--- config.mk ---
export PLATFORM = sky130hd
export DESIGN_NAME = http_request_line_parser
export DESIGN_NICKNAME = d
export VERILOG_FILES = /design/src/design/httprlp_pkg.sv /design/src/design/http_request_line_parser.sv /design/src/design/httprlp_core.sv /design/src/design/httprlp_obuf.sv
export SDC_FILE = /design/constraint.sdc
export NUM_CORES = 1
export LEC_CHECK = 0
export BUFFER_PORTS_ARGS = -buffer_cell sky130_fd_sc_hd__buf_2
export CORE_MARGIN = 2
export CORE_UTILIZATION = 42
export CTS_CLUSTER_DIAMETER = 60
export CTS_CLUSTER_SIZE = 40
export DETAILED_ROUTE_END_ITERATION = 10
export PLACE_DENSITY = 0.69
export SLEW_MARGIN = 5
export SYNTH_ARGS = -nofsm -noshare
export SYNTH_HDL_FRONTEND = slang
export SYNTH_SLANG_ARGS = --single-unit
--- constraint.sdc ---
create_clock -name clock -period 10.96 [get_ports clock]
set_clock_uncertainty 0.1 [all_clocks]
set_input_delay 0 -clock clock [delete_from_list [all_inputs] [get_ports clock]]
set_output_delay 0 -clock clock [all_outputs]
set_load 0.1 [all_outputs]
--- src/design/httprlp_pkg.sv ---
// Shared types, character constants and helpers for the request-line parser.
`timescale 1ns / 1ps

package httprlp_pkg;

   localparam int BUF_SIZE_DEF = 8192;
   localparam int OFFSET_W     = 13;
   localparam int VERSION_W    = 10;
   localparam logic [VERSION_W-1:0] VERSION_MAX = 10'd999;

   localparam logic [7:0] CH_LF    = 8'd10;
   localparam logic [7:0] CH_CR    = 8'd13;
   localparam logic [7:0] CH_SPACE = " ";
   localparam logic [7:0] CH_SLASH = "/";
   localparam logic [7:0] CH_DOT   = ".";
   localparam logic [7:0] CH_UNDER = "_";
   localparam logic [7:0] CH_H     = "H";
   localparam logic [7:0] CH_T     = "T";
   localparam logic [7:0] CH_P     = "P";
   localparam logic [7:0] CH_A     = "A";
   localparam logic [7:0] CH_Z     = "Z";
   localparam logic [7:0] CH_0     = "0";
   localparam logic [7:0] CH_1     = "1";
   localparam logic [7:0] CH_9     = "9";

   localparam logic [23:0] MTH_GET  = "GET";
   localparam logic [31:0] MTH_HEAD = "HEAD";
   localparam logic [31:0] MTH_POST = "POST";

   typedef enum logic [3:0] {
      PH_START   = 4'd0,
      PH_METHOD  = 4'd1,
      PH_SP_URI  = 4'd2,
      PH_URI     = 4'd3,
      PH_HTTP    = 4'd4,
      PH_H       = 4'd5,
      PH_HT      = 4'd6,
      PH_HTT     = 4'd7,
      PH_HTTP_SL = 4'd8,
      PH_MAJ1    = 4'd9,
      PH_MAJ     = 4'd10,
      PH_MIN1    = 4'd11,
      PH_MIN     = 4'd12,
      PH_SP_END  = 4'd13,
      PH_ALMOST  = 4'd14
   } phase_type;

   typedef enum logic [1:0] {
      ST_AGAIN     = 2'd0,
      ST_DONE      = 2'd1,
      ST_BADMETHOD = 2'd2,
      ST_BADREQ    = 2'd3
   } status_type;

   typedef enum logic [1:0] {
      MTH_UNKNOWN = 2'd0,
      MTH_IS_GET  = 2'd1,
      MTH_IS_HEAD = 2'd2,
      MTH_IS_POST = 2'd3
   } method_type;

   typedef struct packed {
      logic [OFFSET_W-1:0]  line_stop_offset;
      logic [OFFSET_W-1:0]  path_stop_offset;
      logic [OFFSET_W-1:0]  path_start_offset;
      logic [OFFSET_W-1:0]  method_stop_offset;
      logic [OFFSET_W-1:0]  line_start_offset;
      logic [VERSION_W-1:0] version_minor;
      logic [VERSION_W-1:0] version_major;
      method_type           method_code;
      status_type           status;
   } result_type;

   function automatic logic is_method_char(input logic [7:0] c);
      return ((c >= CH_A) && (c <= CH_Z)) || (c == CH_UNDER);
   endfunction

   function automatic logic is_digit(input logic [7:0] c);
      return (c >= CH_0) && (c <= CH_9);
   endfunction

   // v*10 + digit as shifts and adds, clamped to 999
   function automatic logic [VERSION_W-1:0] acc_digit(input logic [VERSION_W-1:0] v,
                                                      input logic [7:0] c);
      logic [VERSION_W+3:0] n;
      n = {v, 3'b000} + {3'b000, v, 1'b0} + (VERSION_W+4)'(c - CH_0);
      return (n > (VERSION_W+4)'(VERSION_MAX)) ? VERSION_MAX : n[VERSION_W-1:0];
   endfunction

endpackage

--- src/design/http_request_line_parser.sv ---
// HTTP/1.x request-line parser: one request byte in, one status/offset item out.
// An accepted byte's result item appears on rsp_* in the cycle after it is accepted.
// Throughput: 1 byte per cycle unless rsp_* stalls; the output register drains and reloads together.
// A stall on rsp_tready holds req_tready low while the result register is full.
// Reset (synchronous, active high): start phase, byte offset, method, versions and
// saved offsets cleared; no result item pending.
`timescale 1ns / 1ps

module http_request_line_parser
   import httprlp_pkg::*;
#(
   parameter int BUF_SIZE = BUF_SIZE_DEF
) (
   input  logic        clock,
   input  logic        reset,
   input  logic        req_tvalid,
   output logic        req_tready,
   input  logic [7:0]  req_tdata,   // [7:0] data_byte
   output logic        rsp_tvalid,
   input  logic        rsp_tready,
   // [1:0] status, [3:2] method_code, [13:4] version_major, [23:14] version_minor,
   // [36:24] line_start_offset, [49:37] method_stop_offset,
   // [62:50] path_start_offset, [75:63] path_stop_offset,
   // [88:76] line_stop_offset, [95:89] zero
   output logic [95:0] rsp_tdata
);

   logic       accept;
   result_type result;

   httprlp_core #(
      .BUF_SIZE (BUF_SIZE)
   ) u_core (
      .clock     (clock),
      .reset     (reset),
      .in_accept (accept),
      .data_byte (req_tdata),
      .result    (result)
   );

   httprlp_obuf u_obuf (
      .clock     (clock),
      .reset     (reset),
      .in_valid  (req_tvalid),
      .in_ready  (req_tready),
      .in_accept (accept),
      .result    (result),
      .out_valid (rsp_tvalid),
      .out_ready (rsp_tready),
      .out_data  (rsp_tdata)
   );

endmodule

--- src/design/httprlp_core.sv ---
// Parser state registers and the per-byte phase transition logic.
`timescale 1ns / 1ps

module httprlp_core
   import httprlp_pkg::*;
#(
   parameter int BUF_SIZE = BUF_SIZE_DEF
) (
   input  logic       clock,
   input  logic       reset,
   input  logic       in_accept,
   input  logic [7:0] data_byte,
   output result_type result
);

   localparam int OFF_W = $clog2(BUF_SIZE);
   localparam logic [OFF_W-1:0] OFF_LAST = OFF_W'(BUF_SIZE - 1);

   phase_type            phase_ff, phase_in;
   logic [OFF_W-1:0]     off_ff, off_in;
   logic [31:0]          chars_ff, chars_in;
   logic [2:0]           len_ff, len_in;
   method_type           kind_ff, kind_in;
   logic [VERSION_W-1:0] major_ff, major_in;
   logic [VERSION_W-1:0] minor_ff, minor_in;
   logic [OFFSET_W-1:0]  line_start_ff, line_start_in;
   logic [OFFSET_W-1:0]  method_stop_ff, method_stop_in;
   logic [OFFSET_W-1:0]  path_start_ff, path_start_in;
   logic [OFFSET_W-1:0]  path_stop_ff, path_stop_in;
   logic [OFFSET_W-1:0]  line_stop_ff, line_stop_in;
   status_type           status;

   logic [31:0]          off_wide;
   logic [31:0]          prev_wide;
   logic [OFFSET_W-1:0]  off_out;
   logic [OFFSET_W-1:0]  prev_out;
   method_type           kind_class;

   // offsets are reported as the low bits of the ring position
   assign off_wide  = 32'(off_ff);
   assign prev_wide = (off_ff == '0) ? 32'(OFF_LAST) : 32'(off_ff - 1'b1);
   assign off_out   = off_wide[OFFSET_W-1:0];
   assign prev_out  = prev_wide[OFFSET_W-1:0];

   always_comb begin
      kind_class = MTH_UNKNOWN;
      if (len_ff == 3'd3) begin
         if (chars_ff[23:0] == MTH_GET) kind_class = MTH_IS_GET;
      end else if (len_ff == 3'd4) begin
         if (chars_ff == MTH_POST) kind_class = MTH_IS_POST;
         else if (chars_ff == MTH_HEAD) kind_class = MTH_IS_HEAD;
      end
   end

   always_comb begin
      phase_in       = phase_ff;
      chars_in       = chars_ff;
      len_in         = len_ff;
      kind_in        = kind_ff;
      major_in       = major_ff;
      minor_in       = minor_ff;
      line_start_in  = line_start_ff;
      method_stop_in = method_stop_ff;
      path_start_in  = path_start_ff;
      path_stop_in   = path_stop_ff;
      line_stop_in   = line_stop_ff;
      status         = ST_AGAIN;

      case (phase_ff)
         PH_START: begin
            line_start_in = off_out;
            if ((data_byte == CH_CR) || (data_byte == CH_LF)) begin
               phase_in = PH_START;
            end else if (!is_method_char(data_byte)) begin
               status = ST_BADMETHOD;
            end else begin
               // first method byte opens a new line
               chars_in       = {24'd0, data_byte};
               len_in         = 3'd1;
               kind_in        = MTH_UNKNOWN;
               major_in       = '0;
               minor_in       = '0;
               method_stop_in = '0;
               path_start_in  = '0;
               path_stop_in   = '0;
               line_stop_in   = '0;
               phase_in       = PH_METHOD;
            end
         end
         PH_METHOD: begin
            if (data_byte == CH_SPACE) begin
               method_stop_in = off_out;
               kind_in        = kind_class;
               phase_in       = PH_SP_URI;
            end else if (is_method_char(data_byte)) begin
               chars_in = {chars_ff[23:0], data_byte};
               if (len_ff != 3'd7) len_in = len_ff + 3'd1;
            end else begin
               status = ST_BADMETHOD;
            end
         end
         PH_SP_URI: begin
            if (data_byte == CH_SLASH) begin
               path_start_in = off_out;
               phase_in      = PH_URI;
            end else if (data_byte != CH_SPACE) begin
               status = ST_BADREQ;
            end
         end
         PH_URI: begin
            if (data_byte == CH_SPACE) begin
               path_stop_in = off_out;
               phase_in     = PH_HTTP;
            end
         end
         PH_HTTP: begin
            if (data_byte == CH_H) phase_in = PH_H;
            else if (data_byte != CH_SPACE) status = ST_BADREQ;
         end
         PH_H: begin
            if (data_byte == CH_T) phase_in = PH_HT;
            else status = ST_BADREQ;
         end
         PH_HT: begin
            if (data_byte == CH_T) phase_in = PH_HTT;
            else status = ST_BADREQ;
         end
         PH_HTT: begin
            if (data_byte == CH_P) phase_in = PH_HTTP_SL;
            else status = ST_BADREQ;
         end
         PH_HTTP_SL: begin
            if (data_byte == CH_SLASH) phase_in = PH_MAJ1;
            else status = ST_BADREQ;
         end
         PH_MAJ1: begin
            if ((data_byte >= CH_1) && (data_byte <= CH_9)) begin
               major_in = VERSION_W'(data_byte - CH_0);
               phase_in = PH_MAJ;
            end else begin
               status = ST_BADREQ;
            end
         end
         PH_MAJ: begin
            if (data_byte == CH_DOT) phase_in = PH_MIN1;
            else if (is_digit(data_byte)) major_in = acc_digit(major_ff, data_byte);
            else status = ST_BADREQ;
         end
         PH_MIN1: begin
            if (is_digit(data_byte)) begin
               minor_in = VERSION_W'(data_byte - CH_0);
               phase_in = PH_MIN;
            end else begin
               status = ST_BADREQ;
            end
         end
         PH_MIN: begin
            if (data_byte == CH_CR) begin
               phase_in = PH_ALMOST;
            end else if (data_byte == CH_LF) begin
               line_stop_in = off_out;
               status       = ST_DONE;
            end else if (data_byte == CH_SPACE) begin
               phase_in = PH_SP_END;
            end else if (is_digit(data_byte)) begin
               minor_in = acc_digit(minor_ff, data_byte);
            end else begin
               status = ST_BADREQ;
            end
         end
         PH_SP_END: begin
            if (data_byte == CH_CR) begin
               phase_in = PH_ALMOST;
            end else if (data_byte == CH_LF) begin
               line_stop_in = off_out;
               status       = ST_DONE;
            end else if (data_byte != CH_SPACE) begin
               status = ST_BADREQ;
            end
         end
         PH_ALMOST: begin
            // line ends at the CR one byte back
            line_stop_in = prev_out;
            status       = (data_byte == CH_LF) ? ST_DONE : ST_BADREQ;
         end
         default: begin
            phase_in = PH_START;
         end
      endcase

      if (status != ST_AGAIN) phase_in = PH_START;
   end

   assign off_in = (off_ff == OFF_LAST) ? '0 : off_ff + 1'b1;

   always_ff @(posedge clock) begin
      if (reset) begin
         phase_ff       <= PH_START;
         off_ff         <= '0;
         chars_ff       <= '0;
         len_ff         <= '0;
         kind_ff        <= MTH_UNKNOWN;
         major_ff       <= '0;
         minor_ff       <= '0;
         line_start_ff  <= '0;
         method_stop_ff <= '0;
         path_start_ff  <= '0;
         path_stop_ff   <= '0;
         line_stop_ff   <= '0;
      end else if (in_accept) begin
         phase_ff       <= phase_in;
         off_ff         <= off_in;
         chars_ff       <= chars_in;
         len_ff         <= len_in;
         kind_ff        <= kind_in;
         major_ff       <= major_in;
         minor_ff       <= minor_in;
         line_start_ff  <= line_start_in;
         method_stop_ff <= method_stop_in;
         path_start_ff  <= path_start_in;
         path_stop_ff   <= path_stop_in;
         line_stop_ff   <= line_stop_in;
      end
   end

   assign result.status             = status;
   assign result.method_code        = kind_in;
   assign result.version_major      = major_in;
   assign result.version_minor      = minor_in;
   assign result.line_start_offset  = line_start_in;
   assign result.method_stop_offset = method_stop_in;
   assign result.path_start_offset  = path_start_in;
   assign result.path_stop_offset   = path_stop_in;
   assign result.line_stop_offset   = line_stop_in;

   a_restart_after_end: assert property (@(posedge clock) disable iff (reset)
      in_accept && (status != ST_AGAIN) |=> phase_ff == PH_START)
      else $error("parser did not restart after done or error");

   a_offset_wrap: assert property (@(posedge clock) disable iff (reset)
      in_accept && (off_ff == OFF_LAST) |=> off_ff == '0)
      else $error("byte offset did not wrap");

   a_offset_step: assert property (@(posedge clock) disable iff (reset)
      in_accept && (off_ff != OFF_LAST) |=> off_ff == OFF_W'($past(off_ff) + 1'b1))
      else $error("byte offset did not advance by one");

   a_version_sat: assert property (@(posedge clock) disable iff (reset)
      (major_ff <= VERSION_MAX) && (minor_ff <= VERSION_MAX))
      else $error("version above saturation limit");

endmodule

--- src/design/httprlp_obuf.sv ---
// Result register with handshake: holds one result item, loads while draining.
`timescale 1ns / 1ps

module httprlp_obuf
   import httprlp_pkg::*;
(
   input  logic        clock,
   input  logic        reset,
   input  logic        in_valid,
   output logic        in_ready,
   output logic        in_accept,
   input  result_type  result,
   output logic        out_valid,
   input  logic        out_ready,
   output logic [95:0] out_data
);

   logic       valid_ff, valid_in;
   result_type data_ff;

   assign in_ready  = !valid_ff || out_ready;
   assign in_accept = in_valid && in_ready;
   assign valid_in  = in_accept || (valid_ff && !out_ready);

   always_ff @(posedge clock) begin
      if (reset) begin
         valid_ff <= 1'b0;
      end else begin
         valid_ff <= valid_in;
      end
   end

   always_ff @(posedge clock) begin
      if (in_accept) begin
         data_ff <= result;
      end
   end

   assign out_valid = valid_ff;
   assign out_data  = {7'd0, data_ff};

   a_no_overwrite: assert property (@(posedge clock) disable iff (reset)
      valid_ff && !out_ready |-> !in_accept)
      else $error("held item overwritten");

   a_load_shows: assert property (@(posedge clock) disable iff (reset)
      in_accept |=> valid_ff)
      else $error("accepted item not presented");

   a_drain_clears: assert property (@(posedge clock) disable iff (reset)
      valid_ff && out_ready && !in_accept |=> !valid_ff)
      else $error("taken item still presented");

endmodule
==> results of run 1 <==
per-stage QoR:
| stage | power, W | cell area [um^2] |
|---|---|---|
| final | 0.002038 | 13510 |
| after global routing | 0.002104 | 13510 |
| after CTS | 0.002048 | 13510 |
| after detailed placement | 0.001321 | 12750 |
| after global placement | 0.001317 | 12750 |
| after floorplan | 0.001257 | 12040 |
worst max-delay path by stage:
stage	end	start	cells past startpoint	slack [ns]
2_1_floorplan	u_obuf.out_data[0]	u_obuf.out_valid	6	5.37
6_report	u_obuf.out_data[23]	req_tdata[4]	15	6.10
4_1_cts	u_obuf.out_data[23]	req_tdata[4]	15	6.08
3_5_place_dp	u_obuf.out_data[23]	req_tdata[4]	14	6.11
3_3_place_gp	u_obuf.out_data[23]	req_tdata[4]	14	6.20
5_1_grt	u_obuf.out_data[23]	req_tdata[4]	15	5.71
layer usage:
metal | vias to the layer above | GRT usage, % | wire (um)
li1 | 4877 | - | -
met1 | 4890 | 26.30 | 13160
met2 | 366 | 33.05 | 14540
met3 | 45 | 2.551 | 1965
met4 | 0 | 5.508 | 564
met5 | - | 0 | 0
cell families (layout without fill, tap and decap cells):
kind of cell / after synthesis / in the layout / share of synthesized area (%)
xor gates and xnor gates: 28 / 28 / 2.041
buffers and inverters: 147 / 217 / 5.041
other: 1 / 7 / 0.03121
AOI/OAI and AO/OA: 339 / 339 / 18.71
and+or+nand+nor: 502 / 502 / 20.11
DFF: 229 / 229 / 45.57
adders and majority gates: 59 / 59 / 7.269
muxes: 13 / 13 / 1.218
worst register-to-register path: stages, from the launching register on:
cell and delay [ns]:
dfxtp_1 0.37, fa_1 0.55, inv_1 0.06, fa_1 0.45, nor2b_1 0.20, o2111a_1 0.22
nor3_1 0.07, o311a_1 0.33, a211oi_1 0.18, o311a_1 0.29, nand4_1 0.30, or4_1 0.51
a21oi_1 0.14
Yosys cell counts, drive strengths merged (4+ instances only):
library cell,n,area share (%)
a211o,5,0.36
a211oi,5,0.31
a21o,6,0.37
a21oi,88,3.7
a221o,5,0.42
a22o,38,2.8
a22oi,25,1.6
a31oi,15,0.78
a32oi,4,0.29
and3,11,0.57
buf,26,1.3
clkbuf,62,1.9
dfxtp,140,23
edfxtp,89,22
fa,18,3.0
ha,41,4.3
inv,59,1.8
mux2,13,1.2
nand2,150,4.7
nand2b,9,0.47
nand3,48,2.0
nand3b,5,0.31
nand4,15,0.78
nand4b,5,0.36
nor2,137,4.3
nor2b,11,0.59
nor3,57,2.5
nor4,9,0.65
o2111ai,4,0.29
o211ai,5,0.31
o21a,7,0.44
o21ai,81,3.4
o21ba,11,0.92
o22ai,7,0.36
o31ai,4,0.25
or2,6,0.31
or3,15,0.86
or4,8,0.59
xnor2,6,0.44
xor2,22,1.6
sequential cells by signal, indices dropped and copies added, names as in the netlist:
register and cells:
u_core.major_ff 10, u_core.minor_ff 10, u_core.kind_ff 2, u_core.phase_ff 4, u_core.line_start_ff 13, u_obuf.out_data 89
u_core.path_start_ff 13, u_core.path_stop_ff 13, u_core.len_ff 3, u_core.chars_ff 32, u_obuf.out_valid 1, u_core.method_stop_ff 13
u_core.line_stop_ff 13, u_core.off_ff 13
power by group through the flow:
stage	Combinational [W]	Clock [W]	Sequential, W
3_5_place_dp	0.000363	0	0.000958
6_report	0.000367	0.000732	0.000938
5_1_grt	0.000390	0.000771	0.000942
2_1_floorplan	0.000157	0	0.00110
4_1_cts	0.000367	0.000743	0.000938
3_3_place_gp	0.000360	0	0.000957
layout make-up:
type	instances	share of cell area, %
inverters	59	1.677
flip-flops and latches	229	40.54
clock buffers	21	3.576
well taps	378	3.502
clock inverters	13	1.325
multi-input cells	948	44.20
repair buffers	124	5.188
==> impl_metrics.ini, run 1 <==
[route]
drt-pass1-iter-count = 6
wirelength_um = 30230
wire_per_inst_um = 17.06
drc = 0
num_vias = 10180
drt-initial-drc-count = 1241
postRouteAntennaNets = 0
viasPerCell = 5.744

[sta]
hold_viol = 0
min_period_over_period_pct = 44.35
max_freq_mhz = 205.7
fin_hold_ws_ns = 0.2574
rsz0062_at_grt = false
tightest_slew_ns = 1.173
period_minus_slack_ns = 4.861
finalSetupViolations = 0
relSlewSlack_pct = 21.77
setup_slack_ns = 6.099
finalSetupTns_ns = 0
slew_viol_final = 0

[floorplanning]
fp-row-count = 61
die_area_um2 = 29970
die_h_um = 173.1
core-area_um2 = 28010
die_width_um = 173.1
ios = 110
start_util_pct = 42.89

[job]
maxCapViolCount = 0

[power]
p_leak_nw = 5.268
cellPowerDensity_nw_per_um2 = 150.9
clkPwrFrac_pct = 35.9
ir_drop_mv = 0.1001
pwr-share-seq_pct = 46.0
combPwrFrac_pct = 18.0
power_switching_w = 0.0006513
intPower_w = 0.001386
switching_share_pct = 31.97

[synth]
synth_seq_cells = 229
synth-main-ff-cell = dfxtp_1
seq_area_frac_synth_pct = 45.57
synth_area_um2 = 12010
async_flop_share_pct = 0
avgSynthCellArea_um2 = 9.115
yosysUniqueCellTypes = 84
synth_warnings = 0
synth-edff-count = 89
synthCells = 1318

[critical_path]
cp_max_fo = 10
regToRegSetupSlack_ns = 7.12
crit_chain = dlygate4sd3_1 > buf_2 > ha_1 > nor2_1 > fa_1 > ha_1 > a211o_1 > or4_1 > o311ai_1 > nand3b_1 > a22oi_1 > nor3_4 > a311oi_1 > o21ai_0 > o21ai_0
slowest_stage = nor2_1
cp.arrival_ns = 5.00
cp-end-kind = flop
ff2ff_path_depth = 12
cp.required_ns = 11.10
cpLargestDelayFamily = simple AND/OR/NAND/NOR gates
startpoint_type = input pin
rr_endpoint = u_core.major_ff[3]
crit_buf_inv = 2
worst_path_largest_cell_delay_ns = 0.87
worstSetupPathType = in -> reg
r2r-start = u_core.major_ff[0]

[global_route]
grt_pass1_wl_um = 48920
overflow = 0
grt_max_degree = 91
grtUsageTotal_pct = 19.55
grt_pass1_vias = 9509
antenna_found_initial = 0

[status]
outcome = finished clean

[finish]
seqCellArea_um2 = 5475
layout_commonest_cell = nand2_1
utilization_pct = 48.22
multiInputGateArea_um2 = 5969
area_growth_pct = 12.42
diodes = 0
final_cell_mix = 149 x nand2_1, 140 x dfxtp_1, 137 x nor2_1
drive_gt1_share_pct = 13.85
final_cells = 1772
nets = 1452
nFillCells = 2618

[placement]
gp_congestion = 0.8891
port-buffer-count = 102
dp_slack_ns = 6.110
dp.cells = 1729
dpl.hpwl_um = 20330

[worst_hold_path]
hold_start = req_tdata[7]
hold_path_depth = 7
min_path_type = in -> reg
hold_end = u_core.major_ff[0]

[clocking]
cts.repair.resized = 0
numCtsBuffers = 19
clock_sinks = 229
clock_path_buffers = 3
cts_root_buf = clkbuf_16
clk_pin_slew_ns = 0.07
cts_tree = yes
htreeDepth = 1
cts_setup_buffers = 0
hold_buffers = 9
clk_latency_ns = 0.51
Note: power is estimated with default switching activity, not from simulation.
==> run 2: changes to the inputs <==
==> constraint.sdc (replaced) <==
create_clock -name clock -period 4.6 [get_ports clock]
set_clock_uncertainty 0.1 [all_clocks]
set_input_delay 0 -clock clock [delete_from_list [all_inputs] [get_ports clock]]
set_output_delay 0 -clock clock [all_outputs]
set_load 0.1 [all_outputs]
==> run 2 against run 1 <==
Against the previous run:
- die area did not move
- clock power rose by 140%
- combinational power rose by 140%
- critical path depth did not move
- non-clock buffer count rose by 9
- utilization rose by 0.30 points
- critical path type unchanged
==> impl_metrics.ini, run 2 (synthesis gave the netlist of run 1 again) <==
[route]
drc = 0
drt-initial-drc-count = 1048
viasPerCell = 5.692
postRouteAntennaNets = 0
wire_per_inst_um = 17.07
drt-pass1-iter-count = 5
wirelength_um = 30410
num_vias = 10140

[critical_path]
r2r-start = u_core.major_ff[0]
cp.required_ns = 4.76
crit_cells = 15
regToRegSetupSlack_ns = 0.67
path_common_cell = inv_1
cp_max_fo = 10
cp-startpoint = req_tdata[4]
crit_chain = dlygate4sd3_1 > buf_2 > inv_1 > ha_1 > inv_1 > fa_1 > inv_1 > ha_1 > nand3_1 > a31oi_1 > o21ai_0 > a211oi_1 > o311a_1 > nand4_1 > o31ai_1
crit_buf_inv = 5
cpLargestDelayFamily = compound AO/OA/AOI/OAI gates
ff2ff_path_depth = 11
cp.arrival_ns = 4.36
cp-end-kind = flop
worst_path_largest_cell_delay_ns = 0.55
rr_endpoint = u_obuf.out_data[7]
slowest_stage = fa_1
startpoint_type = input pin
critPathCapture = u_obuf.out_data[7]
worstSetupPathType = in -> reg

[clocking]
clock_sinks = 229
clock_path_buffers = 3
numCtsBuffers = 19
cts_root_buf = clkbuf_16
cts_tree = yes
clk_latency_ns = 0.52
htreeDepth = 1
clk_pin_slew_ns = 0.08

[global_route]
grt_max_degree = 88
grtUsageTotal_pct = 19.84
grt_pass1_vias = 9555
overflow = 0
grt_pass1_wl_um = 49590
antenna_found_initial = 0

[floorplanning]
die_area_um2 = 29970
ios = 110
start_util_pct = 42.89
fp-row-count = 61
die_width_um = 173.1
die_h_um = 173.1
core-area_um2 = 28010

[placement]
dp_slack_ns = 0.4192
dpl.hpwl_um = 20700
gp_congestion = 0.8890
port-buffer-count = 102
dp.cells = 1735

[finish]
final_cell_mix = 149 x nand2_1, 140 x dfxtp_1, 137 x nor2_1
utilization_pct = 48.52
layout_commonest_cell = nand2_1
diodes = 0
nets = 1461
largest_reg_flops = 89
drive_gt1_share_pct = 14.54
final_cells = 1781
area_growth_pct = 13.12
nFillCells = 2616

[sta]
finalSetupTns_ns = 0
max_freq_mhz = 237.9
hold_viol = 0
tightest_slew_ns = 0.9818
setup_slack_ns = 0.3974
relSlewSlack_pct = 34.55
min_period_over_period_pct = 91.36
slew_viol_final = 0
finalSetupViolations = 0
rsz0062_at_grt = false
period_minus_slack_ns = 4.203

[power]
cellPowerDensity_nw_per_um2 = 358.1
fin_total_pwr_w = 0.004867
p_leak_nw = 5.323
ir_drop_mv = 0.2073

[worst_hold_path]
min_path_type = in -> reg

[job]
maxCapViolCount = 0

[status]
outcome = finished clean
[run 2: cell type report]
cell class | instances | area [um^2] | area share, %
sequential | 229 | 5475 | 40.29
timing repair buffer | 133 | 765.7 | 5.634
clock buffer | 22 | 529.3 | 3.894
clock inverter | 12 | 142.6 | 1.050
multi-input combinational | 948 | 5978 | 43.99
tap | 378 | 473.0 | 3.480
inverter | 59 | 226.5 | 1.666
[run 2: through the flow]
stage          instance area [um^2]  hold slack [ns]
6_report                      13590           0.2247
5_1_grt                       13590           0.2984
4_1_cts                       13560           0.1978
3_5_place_dp                  12800           0.1641
3_3_place_gp                  12800           0.1591
2_1_floorplan                 12040          0.02947
[run 2: per-layer routing]
| metal | GRT usage, % | part of all wire (%) |
|---|---|---|
| met1 | 27.14 | 45 |
| met3 | 2.573 | 6.3 |
| met4 | 5.544 | 1.9 |
| met5 | 0 | 0 |
| met2 | 33.03 | 47 |
[run 2: worst min-delay path: cells and delay by family]
family                 cells  cell delay (ns)
AO/OA/AOI/OAI              3             0.35
AND/OR/NAND/NOR            3             0.25
buffers and inverters      1             0.13
[run 2: power breakdown]
group / internal [W] / switching [W] / total [W]
Clock: 0.000891 / 0.000857 / 0.00175
Combinational: 0.000199 / 0.000690 / 0.000889
Sequential: 0.00219 / 0.0000388 / 0.00223
[run 2: worst min-delay path by stage]
stage                       startpoint  depth (start not counted)            endpoint
after global placement      req_tvalid                          3    u_obuf.out_valid
after global routing        rsp_tready                          4    u_obuf.out_valid
after floorplan             req_tvalid                          2    u_obuf.out_valid
final                     req_tdata[7]                          7  u_obuf.out_data[1]
after CTS                 req_tdata[7]                          7  u_obuf.out_data[1]
after detailed placement    req_tvalid                          3    u_obuf.out_valid
[run 2: timing repair]
item                                    CTS  global route
endpoints found under the hold margin    23             0
resized for setup                         0             2
setup buffers                             0             3
hold buffers                              9             0
endpoints found under the setup margin    0             1
==> run 3: changes to the inputs <==
--- a/config.mk
+++ b/config.mk
@@ -5,13 +5,14 @@
 export SDC_FILE = /design/constraint.sdc
 export NUM_CORES = 1
 export LEC_CHECK = 0
+export ABC_AREA = 1
 export BUFFER_PORTS_ARGS = -buffer_cell sky130_fd_sc_hd__buf_2
 export CORE_MARGIN = 2
 export CORE_UTILIZATION = 42
 export CTS_CLUSTER_DIAMETER = 60
 export CTS_CLUSTER_SIZE = 40
 export DETAILED_ROUTE_END_ITERATION = 10
-export PLACE_DENSITY = 0.69
+export PLACE_DENSITY = 0.68
 export SLEW_MARGIN = 5
 export SYNTH_ARGS = -nofsm -noshare
 export SYNTH_HDL_FRONTEND = slang
==> run 3 against run 2 <==
Against the previous run:
- worst setup slack improved by 0.52 ns
- sequential share of layout area is 2.7 points lower
- power grew 84%
- clock power down 4%
- critical path type unchanged
- critical endpoint is now u_core.major_ff[2]
- highest routed layer unchanged
==> impl_metrics.ini, run 3 <==
[critical_path]
worstSetupPathType = in -> reg
cp-end-kind = flop
startpoint_type = input pin
crit_chain = dlygate4sd3_1 > buf_2 > ha_1 > xor2_1 > fa_1 > inv_1 > ha_1 > nand2_1 > inv_1 > nand2_1 > nand2_1 > nand2_1 > nand3_1 > nand2_1 > nand3_1 > nor2_1 > nand2_1 > o21ai_0 > nand3_1 > o21bai_1 > inv_1
slowest_stage = dlygate4sd3_1
cp.arrival_ns = 3.97
cp_max_fo = 8
path_common_cell = nand2_1
worst_path_largest_cell_delay_ns = 0.52
cp.required_ns = 4.89

[synth]
yosysUniqueCellTypes = 58
synthCells = 1732
synthTopCellsByArea = dfxtp_1 21%, edfxtp_1 20%, nand2_1 9.0%
synth_top_area_share_pct = 21.35
yosysMostFrequentCell = nand2_1
yosys-top-cells-count = 315 x nand2_1, 294 x inv_1, 155 x nor2_1, 154 x o21ai_0
synth-edff-count = 89
yosysTopAreaCell = dfxtp_1
synth_warnings = 0
synth_seq_cells = 229
synth_area_um2 = 13130
synth-main-ff-cell = dfxtp_1
seq_area_frac_synth_pct = 41.72
avgSynthCellArea_um2 = 7.578
async_flop_share_pct = 0

[floorplanning]
die_h_um = 180.8
core-area_um2 = 30670
start_util_pct = 42.80
die_width_um = 180.8
die_area_um2 = 32680
fp-row-count = 64
ios = 110

[global_route]
grt_max_degree = 82
grt_pass1_wl_um = 55100
grtUsageTotal_pct = 20.19
antenna_found_initial = 0
overflow = 0
grt_pass1_vias = 10770

[finish]
utilization_pct = 47.50
layout_commonest_cell = nand2_1
area_growth_pct = 10.99
final_cell_mix = 314 x nand2_1, 293 x inv_1, 155 x nor2_1
nets = 1873
nFillCells = 2968
largest_reg_flops = 89
drive_gt1_share_pct = 11.64
diodes = 0

[status]
outcome = finished clean

[route]
drc = 0
num_vias = 11560
wirelength_um = 33620
wire_per_inst_um = 15.22
drt-pass1-iter-count = 9
viasPerCell = 5.235
postRouteAntennaNets = 0
drt-initial-drc-count = 969

[sta]
tightest_slew_ns = 0.9644
period_minus_slack_ns = 3.679
slew_viol_final = 0
finalSetupTns_ns = 0
min_period_over_period_pct = 79.99
relSlewSlack_pct = 35.71
finalSetupViolations = 0
max_freq_mhz = 271.8
hold_viol = 0
rsz0062_at_grt = false

[placement]
gp_congestion = 0.9147
dpl.hpwl_um = 23570
port-buffer-count = 102

[power]
switching_share_pct = 51.69
p_leak_nw = 6.731
intPower_w = 0.004322
ir_drop_mv = 0.3454
pwr-share-seq_pct = 30.3
combPwrFrac_pct = 50.9
power_switching_w = 0.004625
cellPowerDensity_nw_per_um2 = 614.2
clkPwrFrac_pct = 18.8

[clocking]
cts_tree = yes
htreeDepth = 1
cts_setup_buffers = 0
clk_latency_ns = 0.53
clock_sinks = 229
clk_pin_slew_ns = 0.08
numCtsBuffers = 17
clock_path_buffers = 3
cts_root_buf = clkbuf_16

[worst_hold_path]
min_path_type = in -> reg

[job]
maxCapViolCount = 0
-- run 3: cell count changes after synthesis, sizes merged, moves of 15 or more --
| cell | previous run | this run |
|---|---|---|
| inv | 59 | 307 |
| a22oi | 25 | 2 |
| nor3 | 57 | 14 |
| clkbuf | 62 | 43 |
| a21oi | 88 | 142 |
| o22ai | 7 | 26 |
| nor2 | 137 | 170 |
| o21ai | 81 | 178 |
| a22o | 38 | 0 |
| nand2 | 150 | 325 |
| or3 | 15 | 0 |
| nand3 | 48 | 118 |
-- run 3: stage by stage --
step / std cells / area, um^2 / hold slack, ns / setup slack [ns] / power [W]
5_1_grt: 2209 / 14570 / 0.2669 / 0.5672 / 0.009527
4_1_cts: 2209 / 14570 / 0.2009 / 0.9766 / 0.008969
3_3_place_gp: 2170 / 13850 / 0.1727 / 1.083 / 0.007237
6_report: 2209 / 14570 / 0.2262 / 0.9205 / 0.008947
3_5_place_dp: 2170 / 13850 / 0.1815 / 1.049 / 0.007263
2_1_floorplan: 1738 / 13150 / 0.03397 / 0.6017 / 0.006442
-- run 3: worst max-delay path, delay by kind of cell --
kind | cells | cell delay (ns)
AOI/OAI and AO/OA | 2 | 0.42
xor gates and xnor gates | 1 | 0.45
adders and majority gates | 3 | 1.01
buffers and inverters | 5 | 0.91
and+or+nand+nor | 10 | 1.16
-- run 3: path summary, 6_finish.rpt --
kind	from	to	slack, ns	cells after the start
worst max-delay path	req_tdata[4]	u_core.major_ff[2]	0.92	21
worst min-delay path	req_tdata[7]	u_obuf.out_data[11]	0.23	8
worst max register to register	u_core.phase_ff[2]	u_core.chars_ff[23]	1.02	13
worst min register to register	u_core.chars_ff[30]	u_core.chars_ff[30]	0.37	2
-- run 3: cells by family (layout without fill, tap and decap cells) --
logic type	Yosys count	count (layout)	share of synthesized area (%)
simple gates	662	662	22.86
compound gates	392	392	16.49
buf+inv	380	455	11.65
flops	229	229	41.72
fa+ha+maj	59	59	6.654
xor+xnor	9	9	0.6006
other cells	1	7	0.02857
-- run 3: final cells by class --
cell class | instances | area, um^2 | area share (%)
multi-input cells | 1129 | 6151 | 42.22
flip-flops and latches | 229 | 5475 | 37.58
inverters | 307 | 1160 | 7.962
repair buffers | 118 | 655.6 | 4.501
well taps | 396 | 495.5 | 3.401
clock buffers | 17 | 425.4 | 2.920
clock inverters | 13 | 205.2 | 1.409
-- run 3: what timing repair did --
action,CTS,global route
endpoints found under the hold margin,43,0
gates resized for setup,0,0
setup endpoints to repair,0,0
hold buffers,9,0
-- run 3: power groups by stage --
stage          combinational [W]  sequential (W)  clock (W)
6_report                 0.00455         0.00271    0.00168
5_1_grt                  0.00499         0.00275    0.00179
4_1_cts                  0.00454         0.00271    0.00172
3_5_place_dp             0.00451         0.00275          0
3_3_place_gp             0.00448         0.00275          0
2_1_floorplan            0.00254         0.00390          0
-- run 3: layer usage --
layer  global-route usage, %  vias to the layer above  wire length, um
li1                        -                     5794                -
met1                   28.09                     5403            15560
met2                   32.52                      314            15300
met3                   3.104                       53             1912
met4                   5.935                        0              844
met5                       0                        -                0
